## src/sv/laplacian_edge_threshold_filter_defines.svh

```systemverilog
// ----------------------------------------------------------------------------
// Laplacian edge filter assertion macros
// Shared concurrent assertion forms, clocked on clk_i and disabled in reset.
// ----------------------------------------------------------------------------
`ifndef LAPLACIAN_EDGE_THRESHOLD_FILTER_DEFINES_SVH
`define LAPLACIAN_EDGE_THRESHOLD_FILTER_DEFINES_SVH

// Consequent must hold in the same cycle as the antecedent.
`define LETF_ASSERT_NOW(label, ante, cons) \
  label: assert property (@(posedge clk_i) disable iff (!rst_ni) (ante) |-> (cons)) \
    else $error("assertion failed");

// Consequent must hold in the cycle after the antecedent.
`define LETF_ASSERT_NXT(label, ante, cons) \
  label: assert property (@(posedge clk_i) disable iff (!rst_ni) (ante) |=> (cons)) \
    else $error("assertion failed");

`endif

```

## src/sv/letf_pkg.sv

```systemverilog
// ----------------------------------------------------------------------------
// Laplacian edge filter package
// Shared constants and the window bundle passed from the line buffer to the
// filter kernel.
// ----------------------------------------------------------------------------
`timescale 1ns / 1ps

package letf_pkg;

  // Pixel and configuration port sizes.
  localparam int PIX_W        = 32;
  localparam int CFG_IDX_W    = 2;
  localparam int CFG_DATA_W   = 13;
  localparam int THR_W        = 9;
  localparam int ROW_W        = 12;
  localparam int HEIGHT_LIMIT = 4096;

  // Configuration register indexes.
  localparam logic [CFG_IDX_W-1:0] CFG_WIDTH  = 2'd0;
  localparam logic [CFG_IDX_W-1:0] CFG_HEIGHT = 2'd1;
  localparam logic [CFG_IDX_W-1:0] CFG_THRESH = 2'd2;

  // Register reset values.
  localparam logic [CFG_DATA_W-1:0] WIDTH_RST  = 13'd640;
  localparam logic [CFG_DATA_W-1:0] HEIGHT_RST = 13'd480;
  localparam logic [THR_W-1:0]      THRESH_RST = 9'd1;

  // Neighborhood and result flags for one accepted pixel.
  typedef struct packed {
    logic [PIX_W-1:0] north;
    logic [PIX_W-1:0] centre;
    logic [PIX_W-1:0] west;
    logic [PIX_W-1:0] east;
    logic [PIX_W-1:0] south;
    logic             interior;
    logic             emit_main;
    logic             main_last;
    logic             emit_bottom;
    logic             frame_end;
  } tap_t;

endpackage

```

## src/sv/letf_out.sv

```systemverilog
// ----------------------------------------------------------------------------
// Laplacian edge filter kernel and result stage
// Computes the thresholded four-neighbor Laplacian per channel and holds up
// to two results per input pixel for the output channel.
// ----------------------------------------------------------------------------
`timescale 1ns / 1ps
`include "laplacian_edge_threshold_filter_defines.svh"

module letf_out #(
  parameter int CHANNELS = 4
) (
  input  logic                        clk_i,
  input  logic                        rst_ni,
  input  logic                        s1_valid_i,
  input  letf_pkg::tap_t              s1_i,
  output logic                        adv_o,
  input  logic [letf_pkg::THR_W-1:0]  threshold_i,
  output logic                        out_valid_o,
  input  logic                        out_ready_i,
  output logic [letf_pkg::PIX_W-1:0]  pixel_out_o,
  output logic                        last_of_run_o,
  output logic                        end_of_frame_o
);

  logic                       v0_q, v1_q;
  logic [letf_pkg::PIX_W-1:0] p0_q;
  logic                       last0_q, eof1_q;
  logic [letf_pkg::PIX_W-1:0] lap;
  logic                       free, load, take;

  // Per channel: (4*centre - north - south - west - east) / 2, truncated
  // toward zero, low byte kept, then zeroed below the threshold.
  always_comb begin
    logic signed [10:0] v;
    logic signed [10:0] q;
    logic [7:0]         b;
    lap = '0;
    v   = '0;
    q   = '0;
    b   = '0;
    for (int z = 0; z < CHANNELS; z++) begin
      v = $signed({1'b0, s1_i.centre[8*z +: 8], 2'b00})
        - $signed({3'b000, s1_i.north[8*z +: 8]})
        - $signed({3'b000, s1_i.south[8*z +: 8]})
        - $signed({3'b000, s1_i.west[8*z +: 8]})
        - $signed({3'b000, s1_i.east[8*z +: 8]});
      q = (v + $signed({10'b0, v[10]})) >>> 1;
      b = q[7:0];
      if ({1'b0, b} < threshold_i) begin
        b = '0;
      end
      lap[8*z +: 8] = b;
    end
  end

  // The stage can take a new window when it is empty or its last result
  // transaction completes this cycle.
  assign free        = !(v0_q || v1_q) || (out_ready_i && (v0_q ^ v1_q));
  assign adv_o       = free;
  assign load        = s1_valid_i && free;
  assign out_valid_o = v0_q || v1_q;
  assign take        = out_valid_o && out_ready_i;

  always_ff @(posedge clk_i or negedge rst_ni) begin
    if (!rst_ni) begin
      v0_q <= 1'b0;
      v1_q <= 1'b0;
    end else if (load) begin
      v0_q <= s1_i.emit_main;
      v1_q <= s1_i.emit_bottom;
    end else if (take) begin
      if (v0_q) begin
        v0_q <= 1'b0;
      end else begin
        v1_q <= 1'b0;
      end
    end
  end

  always_ff @(posedge clk_i) begin
    if (load) begin
      p0_q    <= s1_i.interior ? lap : '0;
      last0_q <= s1_i.main_last;
      eof1_q  <= s1_i.frame_end;
    end
  end

  // The row result goes first; the bottom-row result is always zero.
  assign pixel_out_o    = v0_q ? p0_q : '0;
  assign last_of_run_o  = v0_q ? last0_q : 1'b1;
  assign end_of_frame_o = v0_q ? 1'b0 : eof1_q;

  `LETF_ASSERT_NXT(a_pair_drains, take && v0_q && v1_q, v1_q && !v0_q)
  `LETF_ASSERT_NOW(a_eof_ends_run, out_valid_o && end_of_frame_o, last_of_run_o)
  `LETF_ASSERT_NXT(a_load_shows, load && (s1_i.emit_main || s1_i.emit_bottom), out_valid_o)

endmodule

```

## config.mk

```make
export PLATFORM = sky130hd
export DESIGN_NAME = letf_out
export DESIGN_NICKNAME = d
export VERILOG_FILES = /design/src/sv/letf_pkg.sv /design/src/sv/letf_out.sv
export VERILOG_INCLUDE_DIRS = /design/src /design/src/sv
export SDC_FILE = /design/constraint.sdc
export NUM_CORES = 1
export LEC_CHECK = 0
export ABC_CLOCK_PERIOD_IN_PS = 2250
export BUFFER_PORTS_ARGS = -buffer_cell sky130_fd_sc_hd__buf_2
export CAP_MARGIN = 20
export CORE_MARGIN = 1.5
export CORE_UTILIZATION = 39
export CTS_BUF_LIST = sky130_fd_sc_hd__clkbuf_8
export DETAILED_ROUTE_END_ITERATION = 6
export GPL_TIMING_DRIVEN = 0
export PLACE_DENSITY = 0.65
export SLEW_MARGIN = 20
export SYNTH_ARGS = -nofsm -noshare
export SYNTH_HDL_FRONTEND = slang
export SYNTH_SLANG_ARGS = --single-unit
export TNS_END_PERCENT = 20
```

## constraint.sdc

```tcl
create_clock -name clk_i -period 2.25 [get_ports clk_i]
set_input_delay 0.45 -clock clk_i [delete_from_list [all_inputs] [get_ports clk_i]]
set_output_delay 0.45 -clock clk_i [all_outputs]
set_load 0.1 [all_outputs]
```

==> results of run 1 <==
==> layer usage <==
metal | routed length (um) | share of wire
met5 | 0 | 0
met4 | 259 | 0.016
met3 | 781 | 0.048
met2 | 8001 | 0.50
met1 | 7086 | 0.44
==> worst register-to-register path, cell delays in order, from the launching register on <==
cell and delay (ns):
dfrtp_2 0.49, inv_1 0.09, ha_1 0.28, nand2_1 0.05, nand2_1 0.08, and2_2 0.35
buf_12 0.23
==> layout make-up <==
class | instances | area, um^2 | share of cell area
Multi-Input combinational cell | 561 | 6050 | 0.6038
Timing Repair Buffer | 251 | 1466 | 0.1464
Sequential cell | 36 | 1072 | 0.1070
Inverter | 263 | 1010 | 0.1008
Tap cell | 234 | 292.8 | 0.02922
Clock buffer | 6 | 82.58 | 0.008243
Buffer | 6 | 37.54 | 0.003747
Clock inverter | 2 | 7.507 | 0.0007493
==> per-stage QoR <==
step / TNS (ns) / instances / cell area (um^2)
floorplan: -126.36 / 869 / 7672
global placement: -117.04 / 1316 / 9031
detailed placement: -100.11 / 1317 / 9052
CTS: -87.71 / 1341 / 9427
global route: -91.48 / 1359 / 10020
finish: -85.52 / 1359 / 10020
==> where the power goes <==
part	total, uW	internal, uW	switching (uW)
logic	11800	4870	6900
registers	1190	1110	81.8
clock network	460	241	220
==> cells by family (layout without fill, tap and decap cells) <==
| logic type | after synthesis | after routing | share of synthesized area |
|---|---|---|---|
| buffers and inverters | 273 | 528 | 0.1375 |
| adder cells (fa/ha/maj) | 177 | 177 | 0.3879 |
| AND/OR/NAND/NOR | 201 | 201 | 0.1502 |
| AO/OA/AOI/OAI | 118 | 119 | 0.1036 |
| flip-flops | 36 | 36 | 0.1430 |
| multiplexers | 13 | 13 | 0.01821 |
| XOR/XNOR | 51 | 51 | 0.05964 |
==> state kept, by name (all words and copies together), names as in the netlist <==
name	count
v0_q	1
eof1_q	1
p0_q	32
v1_q	1
last0_q	1
==> repair_timing <==
action                     CTS  global route
gates cloned                 0             1
hold buffers                 1             0
hold endpoints to repair     2             0
pin swaps                   32            86
buffers inserted            16            20
resized for setup           52           101
setup endpoints to repair   53            58
==> worst max-delay path by stage <==
stage / start / to / slack, ns / cells after the start
floorplan: s1_i[8] / p0_q[6] / -3.03 / 25
global placement: s1_i[8] / p0_q[6] / -3.42 / 26
detailed placement: s1_i[8] / p0_q[6] / -3.51 / 26
CTS: s1_i[136] / p0_q[6] / -3.01 / 26
global route: s1_i[12] / p0_q[6] / -2.99 / 23
finish: s1_i[138] / p0_q[6] / -2.81 / 26
==> cells in the final DEF (no fill, tap or decap), drive strengths merged, types with 19 or more instances in the layout <==
master	netlist	layout
xnor2	32	32
ha	85	85
and2	62	62
nand3	20	20
a21oi	35	35
o21ai	23	23
fa	92	92
xor2	19	19
inv	263	265
nand2	38	38
buf	4	251
edfxtp	34	34
nor2	21	21
==> run metrics, run 1 <==
outcome=finished, violations left; failing checks=setup timing; 1st-iter DRT viols=269; row cnt=50; Clock transition at path regs=0.07 ns; # IOs=214; largest area contributor in the synthesized netlist=fa_1; Cells after Synth=869; R2R depth=6; final core occ=0.5338; Period minus WS final=5.062 ns; Starting Density=0.3991; GR peak layer=met2; synth warn=0; Bufs on Longest Clock Path=2; synth top area cells=fa_1 (25%), ha_1 (14%), edfxtp_1 (14%); Slew HR=0.5389; Final setup viols=32; Vias per Instance=4.703; sequential element share of the synthesized area=0.1430; WL final=16.13 mm; Worst R2R End=p0_q[16]; PnR worst setup slack=-2.812 ns; # port buffers=213; r2r startpoint=v0_q; post-DR wirelength/cell=11.87 um; Tightest Pin Transition=0.6917 ns; layout cells sized above 1=0.3431; CP max-delay cell=fa_1; Hold WC Path Type=input port to register; worst hold margin=0.3477 ns; CTS root buf=clkbuf_8; GRT met3 Usage=0.01755; grt ovf=0; Worst Hold End=last0_q; antenna violations before repair=0; met2 usage=0.2775; # clock sinks=36; crit share post-route=2.250; Post-Place Worst Slack=-3.515 ns; flops & latches, synth=36; H-Tree Depth=2; # fillers=1771; drt pass-1 iters=4; total CTS buffers=5; CP bufs+invs=9; Antenna Cells=0; maximum achievable frequency=197.6 MHz; hold wc startpoint=s1_i[2]; Pwr Density=1339 mW/mm^2; crit path kind=input port to register; Setup crit start kind=input port; cell family with most CP delay=adder cells; number of synthesized flops with an enable pin=34; Worst VDD drop=0.4885 mV; Hold Fails Final Rpt=0; largest net degree at the start of global routing=26; detailed-route via count=6392; Avg Inst Size Synth=8.619 um^2; Critical Path AT=5.10 ns; R2R Setup Slk=0.37 ns; gr usage total=0.1550; CP endpoint kind=register; max-cap violation count=0; CTS tree=built; Worst Hold Path Cells=1; leakage power=0.005296 uW; final total power=13410 uW; DRC viols=0; CP most frequent cell=buf_4; Worst Path Required=2.29 ns; core outline area=0.01877 mm^2; dominant synthesized flop cell=edfxtp_1; Pins Over Slew Limit=0; Yosys top cell area share=0.2459; Final ANT Viol Nets=0; routability cong.=0.8711; NumNets Final=1479; routing usage on met1=0.2010; Syn Std Cell Area=0.007490 mm^2; CP max FO=5; Skew-Pair Late Insertion Delay=0.28 ns; CP peak stage delay=0.53 ns; dpl hpwl=13.37 mm; vias in the first global route=5978; Clock Skews=0.004314 ns; RSZ-0062 raised after global routing=yes; synth cell count leaders=inv_1 (263), fa_1 (92), ha_1 (85), and2_1 (61), nand2_1 (38); Area growth, synth to finish=33.76%; most common cell in the netlist=inv_1; Die Height=141.6 um; DIE AREA=0.02004 mm^2; Die Wd=141.6 um; first-pass GRT wire length=25.79 mm; Synth async-reset ratio=0.05556; Distinct cells, synth=56; syn_nets=1224
Power figures use the tool's default switching activity.
==> inputs of run 2 (changes only) <==
- ABC_AREA: unset -> 1
- PLACE_DENSITY: 0.65 -> unset
==> run metrics, run 2 <==
Hold Fails Final Rpt=0 (unchanged); most common cell in the netlist=inv_1; PnR worst setup slack=-2.414 ns (+0.3973 ns); flops & latches, synth=36 (unchanged); synth warn=0 (unchanged); # clock sinks=36 (unchanged); CTS tree=built; WL final=16.84 mm (+4.4%); Critical Path AT=4.72 ns (-0.38 ns); Synth async-reset ratio=0.05556 (unchanged); worst hold margin=0.3230 ns (-0.02473 ns); post-DR wirelength/cell=9.954 um (-16%); # fillers=2059 (+16%); Yosys top cell area share=0.2291 (-0.01680); Reg power frac=0.084 (-0.005); total CTS buffers=5 (unchanged); Int Pwr=5773 uW (-7.1%); Worst Hold Path Cells=1 (unchanged); Clock Skews=0.005369 ns (+0.001055 ns); CTS root buf=clkbuf_8; Starting Density=0.3973 (-0.001775); layout cells sized above 1=0.2904 (-0.05268); hold wc startpoint=s1_i[2]; sw frac=0.5723 (+0.03563); Worst R2R End=v1_q; Period minus WS final=4.664 ns (-0.3973 ns); Tightest Pin Transition=0.5124 ns (-0.1794 ns); Bufs on Longest Clock Path=2 (unchanged); routability cong.=0.8174 (-6.2%); DIE AREA=0.02148 mm^2 (+7.2%); Worst Hold End=last0_q; Skew-Pair Late Insertion Delay=0.30 ns (+0.02 ns); CP max FO=6 (+1); Finished Cell Area=0.01056 mm^2 (+5.4%); Clock transition at path regs=0.07 ns (about the same); Antenna Cells=0 (unchanged); Pwr Density=1279 mW/mm^2 (-4.5%); outcome=finished, violations left; vias in the first global route=7011 (+17%); Distinct cells, synth=34 (-39%); Reg area=0.001071 mm^2 (-0.12%); CP most frequent cell=inv_2; crit path kind=input port to register; row cnt=52 (+4.0%); Switch Pwr=7725 uW (+7.3%); leakage power=0.006441 uW (+22%); synth top area cells=fa_1 (23%), inv_1 (19%), ha_1 (13%); number of synthesized flops with an enable pin=34 (unchanged); # IOs=214 (unchanged); Post-Place Worst Slack=-3.035 ns (+0.4802 ns); Pins Over Slew Limit=0 (unchanged); antenna violations before repair=0 (unchanged); maximum achievable frequency=214.4 MHz (+8.5%); synth cell count leaders=inv_1 (411), nand2_1 (264), fa_1 (92), ha_1 (85), nor2_1 (75); largest area contributor in the synthesized netlist=fa_1; Combinational Power Share=0.882 (+0.005); Die Wd=146.6 um (+3.5%); largest net degree at the start of global routing=38 (+46%); Final setup viols=32 (unchanged); Worst Path Required=2.31 ns (+0.02 ns); final total power=13500 uW (+0.63%); Total Neg Setup Slack=-74.47 ns (+11.05 ns); Slew HR=0.6608 (+0.1219); Setup crit start kind=input port; commonest non-fill, non-tap cell in the layout=inv_1; Syn Std Cell Area=0.008039 mm^2 (+7.3%); area occupied by multi-input gates=0.005837 mm^2 (-3.5%); Area growth, synth to finish=31.32%; sequential element share of the synthesized area=0.1332 (-0.009771); most frequent cells in the layout=inv_1 (390), nand2_1 (243), buf_2 (176), fa_1 (90), buf_4 (72); 1st-iter DRT viols=200 (-26%); core outline area=0.02023 mm^2 (+7.8%); Die Height=146.6 um (+3.5%); gr usage total=0.1614 (+0.006369); Biggest register=p0_q; failing checks=setup timing; Cell Area, Placed=0.009592 mm^2 (+6.0%); max-cap violation count=0 (unchanged); Largest register FFs=32 (unchanged); r2r startpoint=v0_q; CP max-delay cell=fa_2; Cells after Synth=1152 (+33%); detailed-route via count=7257 (+14%); R2R Setup Slk=0.31 ns (-0.06 ns); NumNets Final=1776 (+20%); drt pass-1 iters=4 (unchanged); crit share post-route=2.073 (-0.1766); grt ovf=0 (unchanged); CP endpoint kind=register; dominant synthesized flop cell=edfxtp_1; R2R depth=9 (+3); Vias per Instance=4.289 (-8.8%); Final ANT Viol Nets=0 (unchanged); Avg Inst Size Synth=6.978 um^2 (-19%); Worst VDD drop=0.7234 mV (+48%); Hold WC Path Type=input port to register; worst setup path startpoint=s1_i[161]; syn_nets=1507 (+23%); CP peak stage delay=0.56 ns (+0.03 ns); RSZ-0062 raised after global routing=yes; # port buffers=213 (unchanged); DRC viols=0 (unchanged); dpl hpwl=14.25 mm (+6.6%); H-Tree Depth=2 (unchanged); Clk network pwr share=0.034 (about the same); first-pass GRT wire length=29.04 mm (+13%)
## run 2: cell count changes in the layout (fill, tap and decap cells not counted), sizes merged, moves of 9 or more
| cell | previous run | this run |
|---|---|---|
| nand2b | 12 | 0 |
| inv | 265 | 415 |
| and2 | 62 | 2 |
| xnor2 | 32 | 0 |
| o21ai | 23 | 8 |
| nand3 | 20 | 52 |
| nor2 | 21 | 84 |
| nand2 | 38 | 284 |
| nor2b | 10 | 1 |
| buf | 251 | 263 |
## run 2: layer usage
metal | GRT usage | routed length [um]
met5 | 0 | 0
met4 | 0.01970 | 82
met3 | 0.02125 | 675
met2 | 0.3009 | 8495
met1 | 0.2030 | 7589
## run 2: area by class of cell
class,instances,share of cell area
multi-input cells,694,0.5529
repair buffers,262,0.1506
inverters,415,0.1502
flip-flops and latches,36,0.1015
well taps,270,0.03200
clock buffers,5,0.006519
plain buffers,7,0.004978
clock inverters,3,0.001304
## run 2: how the worst max path moves through the flow
stage,endpoint
6_report,p0_q[26]
5_1_grt,p0_q[26]
4_1_cts,p0_q[18]
3_5_place_dp,p0_q[10]
3_3_place_gp,p0_q[18]
2_1_floorplan,p0_q[18]
## run 2: kinds of logic after synthesis
| logic type | after synthesis | share of synthesized area |
|---|---|---|
| flip-flops | 36 | 0.1332 |
| AO/OA/AOI/OAI | 49 | 0.03782 |
| AND/OR/NAND/NOR | 449 | 0.2451 |
| adder cells (fa/ha/maj) | 177 | 0.3614 |
| XOR/XNOR | 19 | 0.02257 |
| buffers and inverters | 422 | 0.1998 |
## run 2: what timing repair did
item                                    in CTS  in global routing
setup buffers                               42                  6
pin swaps                                   46                 25
gates resized for setup                    101                 27
endpoints found under the hold margin        2                  0
hold buffers                                 1                  0
endpoints found under the setup margin      98                 54
## run 2: through the flow
step / utilization / instances
4_1_cts: 0.5150 / 1686
5_1_grt: 0.5217 / 1692
2_1_floorplan: - / 1152
3_5_place_dp: 0.4740 / 1635
3_3_place_gp: 0.4740 / 1635
6_report: 0.5217 / 1692
## run 2: power by group through the flow
stage | Sequential, uW | Clock (uW) | Combinational, uW
floorplan | 1140 | 0 | 8220
global placement | 1150 | 0 | 9950
detailed placement | 1150 | 0 | 10100
CTS | 1140 | 464 | 11600
global route | 1150 | 492 | 13500
finish | 1130 | 454 | 11900
## run 2: worst max-delay path: cells and delay by family
family	cells	cell delay, ns
buffers and inverters	9	0.50
adder cells (fa/ha/maj)	6	2.12
AO/OA/AOI/OAI	2	0.25
AND/OR/NAND/NOR	12	1.21
XOR/XNOR	1	0.18
==> inputs of run 3 (changes only) <==
- ABC_CLOCK_PERIOD_IN_PS: 2250 -> 5400
- CORE_UTILIZATION: 39 -> 55
- PLACE_DENSITY: unset -> 0.83
- TNS_END_PERCENT: 20 -> unset
- clock period: 2.25 -> 5.4 ns (I/O delays scaled with it)
==> run metrics, run 3 (synthesis gave the netlist of run 2 again) <==
commonest non-fill, non-tap cell in the layout=inv_1; # clock sinks=36 (unchanged); total CTS buffers=5 (unchanged); first-pass GRT wire length=28.14 mm (-3.1%); Antenna Cells=0 (unchanged); Biggest register=p0_q; M1 WL=7.197 mm (-5.2%); Clock Skews=0.004990 ns (-0.0003785 ns); dpl hpwl=14.35 mm (+0.76%); most frequent cells in the layout=inv_1 (392), nand2_1 (232), buf_2 (211), fa_1 (90), ha_1 (60); CP peak stage delay=0.57 ns (about the same); Vias per Instance=4.819 (+12%); CP max-delay cell=fa_1; Largest register FFs=32 (unchanged); Worst R2R End=v1_q; routability cong.=0.8694 (+6.4%); Final setup viols=13 (-59%); worst hold margin=0.5101 ns (+0.1871 ns); CP endpoint kind=register; outcome=finished, violations left; Clock transition at path regs=0.07 ns (about the same); CTS tree=built; # fillers=1059 (-49%); routed wl met3=1.279 mm (+89%); CP max FO=6 (unchanged); RSZ-0062 raised after global routing=yes; Pwr Density=562.1 mW/mm^2 (-56%); R2R Setup Slk=3.22 ns (+2.91 ns); row cnt=43 (-17%); drt pass-1 iters=7 (+3); CTS root buf=clkbuf_8; post-DR wirelength/cell=11.72 um (+18%); H-Tree Depth=2 (unchanged); Pins Over Slew Limit=0 (unchanged); 1st-iter DRT viols=420 (+110%); antenna violations before repair=0 (unchanged); cell family with most CP delay=adder cells; Post-Place Worst Slack=-0.4943 ns (+2.540 ns); Die Height=123.9 um (-15%); largest net degree at the start of global routing=38 (unchanged); crit share post-route=1.025; Reg area=0.001071 mm^2 (unchanged); Period minus WS final=5.536 ns; area occupied by multi-input gates=0.005989 mm^2 (+2.6%); vias in the first global route=7122 (+1.6%); Die Wd=123.9 um (-15%); maximum achievable frequency=180.6 MHz; WL final=18.56 mm (+10%); Hold WC Path Type=register to register; DIE AREA=0.01535 mm^2 (-29%); NumNets Final=1758 (-1.0%); leakage power=0.006348 uW (-1.4%); routed wl met2=9.703 mm (+14%); Area growth, synth to finish=28.58%; failing checks=DRC, setup timing; # port buffers=213 (unchanged); detailed-route via count=7633 (+5.2%); DRC viols=1 (+1); CP bufs+invs=7 (-2); Slew HR=0.4831 (-0.1777); Tightest Pin Transition=0.7742 ns (+0.2619 ns); Starting Density=0.5703 (+0.1730); Critical Path AT=5.57 ns (+0.85 ns); grt ovf=0 (unchanged); r2r startpoint=v0_q; core outline area=0.01410 mm^2 (-30%); Final ANT Viol Nets=0 (unchanged); Worst Path Required=5.44 ns (+3.13 ns); Skew-Pair Late Insertion Delay=0.29 ns (about the same); worst setup path startpoint=s1_i[9]; # IOs=214 (unchanged); Total Neg Setup Slack=-1.096 ns (+73.37 ns); Bufs on Longest Clock Path=2 (unchanged); CP Capture Point=p0_q[4]; Setup crit start kind=input port; PnR worst setup slack=-0.1362 ns (+2.278 ns); Worst VDD drop=0.2887 mV (-60%); Hold Fails Final Rpt=0 (unchanged); top sig layer=met4; R2R depth=9 (unchanged); layout cells sized above 1=0.3020 (+0.01156); max-cap violation count=0 (unchanged); gr usage total=0.2242 (+0.06281); crit path kind=input port to register; logic depth of the worst path, buffers included=25 (-17%)
## run 3: cell types whose count changed in the layout (fill, tap and decap cells not counted), sizes merged
cell,before,now
buf,263,247
clkinv,3,0
dlygate4sd3,1,0
inv,415,417
## run 3: how the worst min path moves through the flow
stage | startpoint | endpoint | slack [ns] | cells past startpoint
after floorplan | v1_q | v1_q | 0.47 | 1
after global placement | v1_q | v1_q | 0.49 | 1
after detailed placement | v1_q | v1_q | 0.50 | 1
after CTS | v1_q | v1_q | 0.51 | 1
after global routing | v1_q | v1_q | 0.53 | 1
final | v1_q | v1_q | 0.51 | 1
## run 3: layout make-up
cell class | instances | area share
Clock inverter | 2 | 0.0007263
Buffer | 6 | 0.003632
Multi-Input combinational cell | 694 | 0.5795
Sequential cell | 36 | 0.1036
Tap cell | 180 | 0.02179
Clock buffer | 6 | 0.007989
Timing Repair Buffer | 245 | 0.1313
Inverter | 415 | 0.1514
## run 3: power breakdown
part	internal [uW]	switching, uW	total [uW]
clock network	100	93.8	194
registers	451	24.5	475
logic	1780	3360	5140
total	2330	3480	5810
## run 3: layer usage
layer	global-route usage	vias to the layer above
met5	0	-
met4	0.03054	0
met3	0.02885	43
met2	0.4365	294
met1	0.2682	3484
li1	-	3812
## run 3: timing repair
action	in CTS	in global routing
buffers inserted	19	14
pin swaps	21	83
resized for setup	22	125
endpoints found under the setup margin	32	32
hold buffers	0	0
## run 3: per-stage QoR
stage,cell area [um^2],total power [uW],cells,utilization
floorplan,8127,3863,1152,-
global route,10340,6390,1584,0.7333
global placement,9418,4499,1545,0.6681
detailed placement,9418,4652,1545,0.6681
CTS,9779,5109,1572,0.6938
finish,10340,5810,1584,0.7333
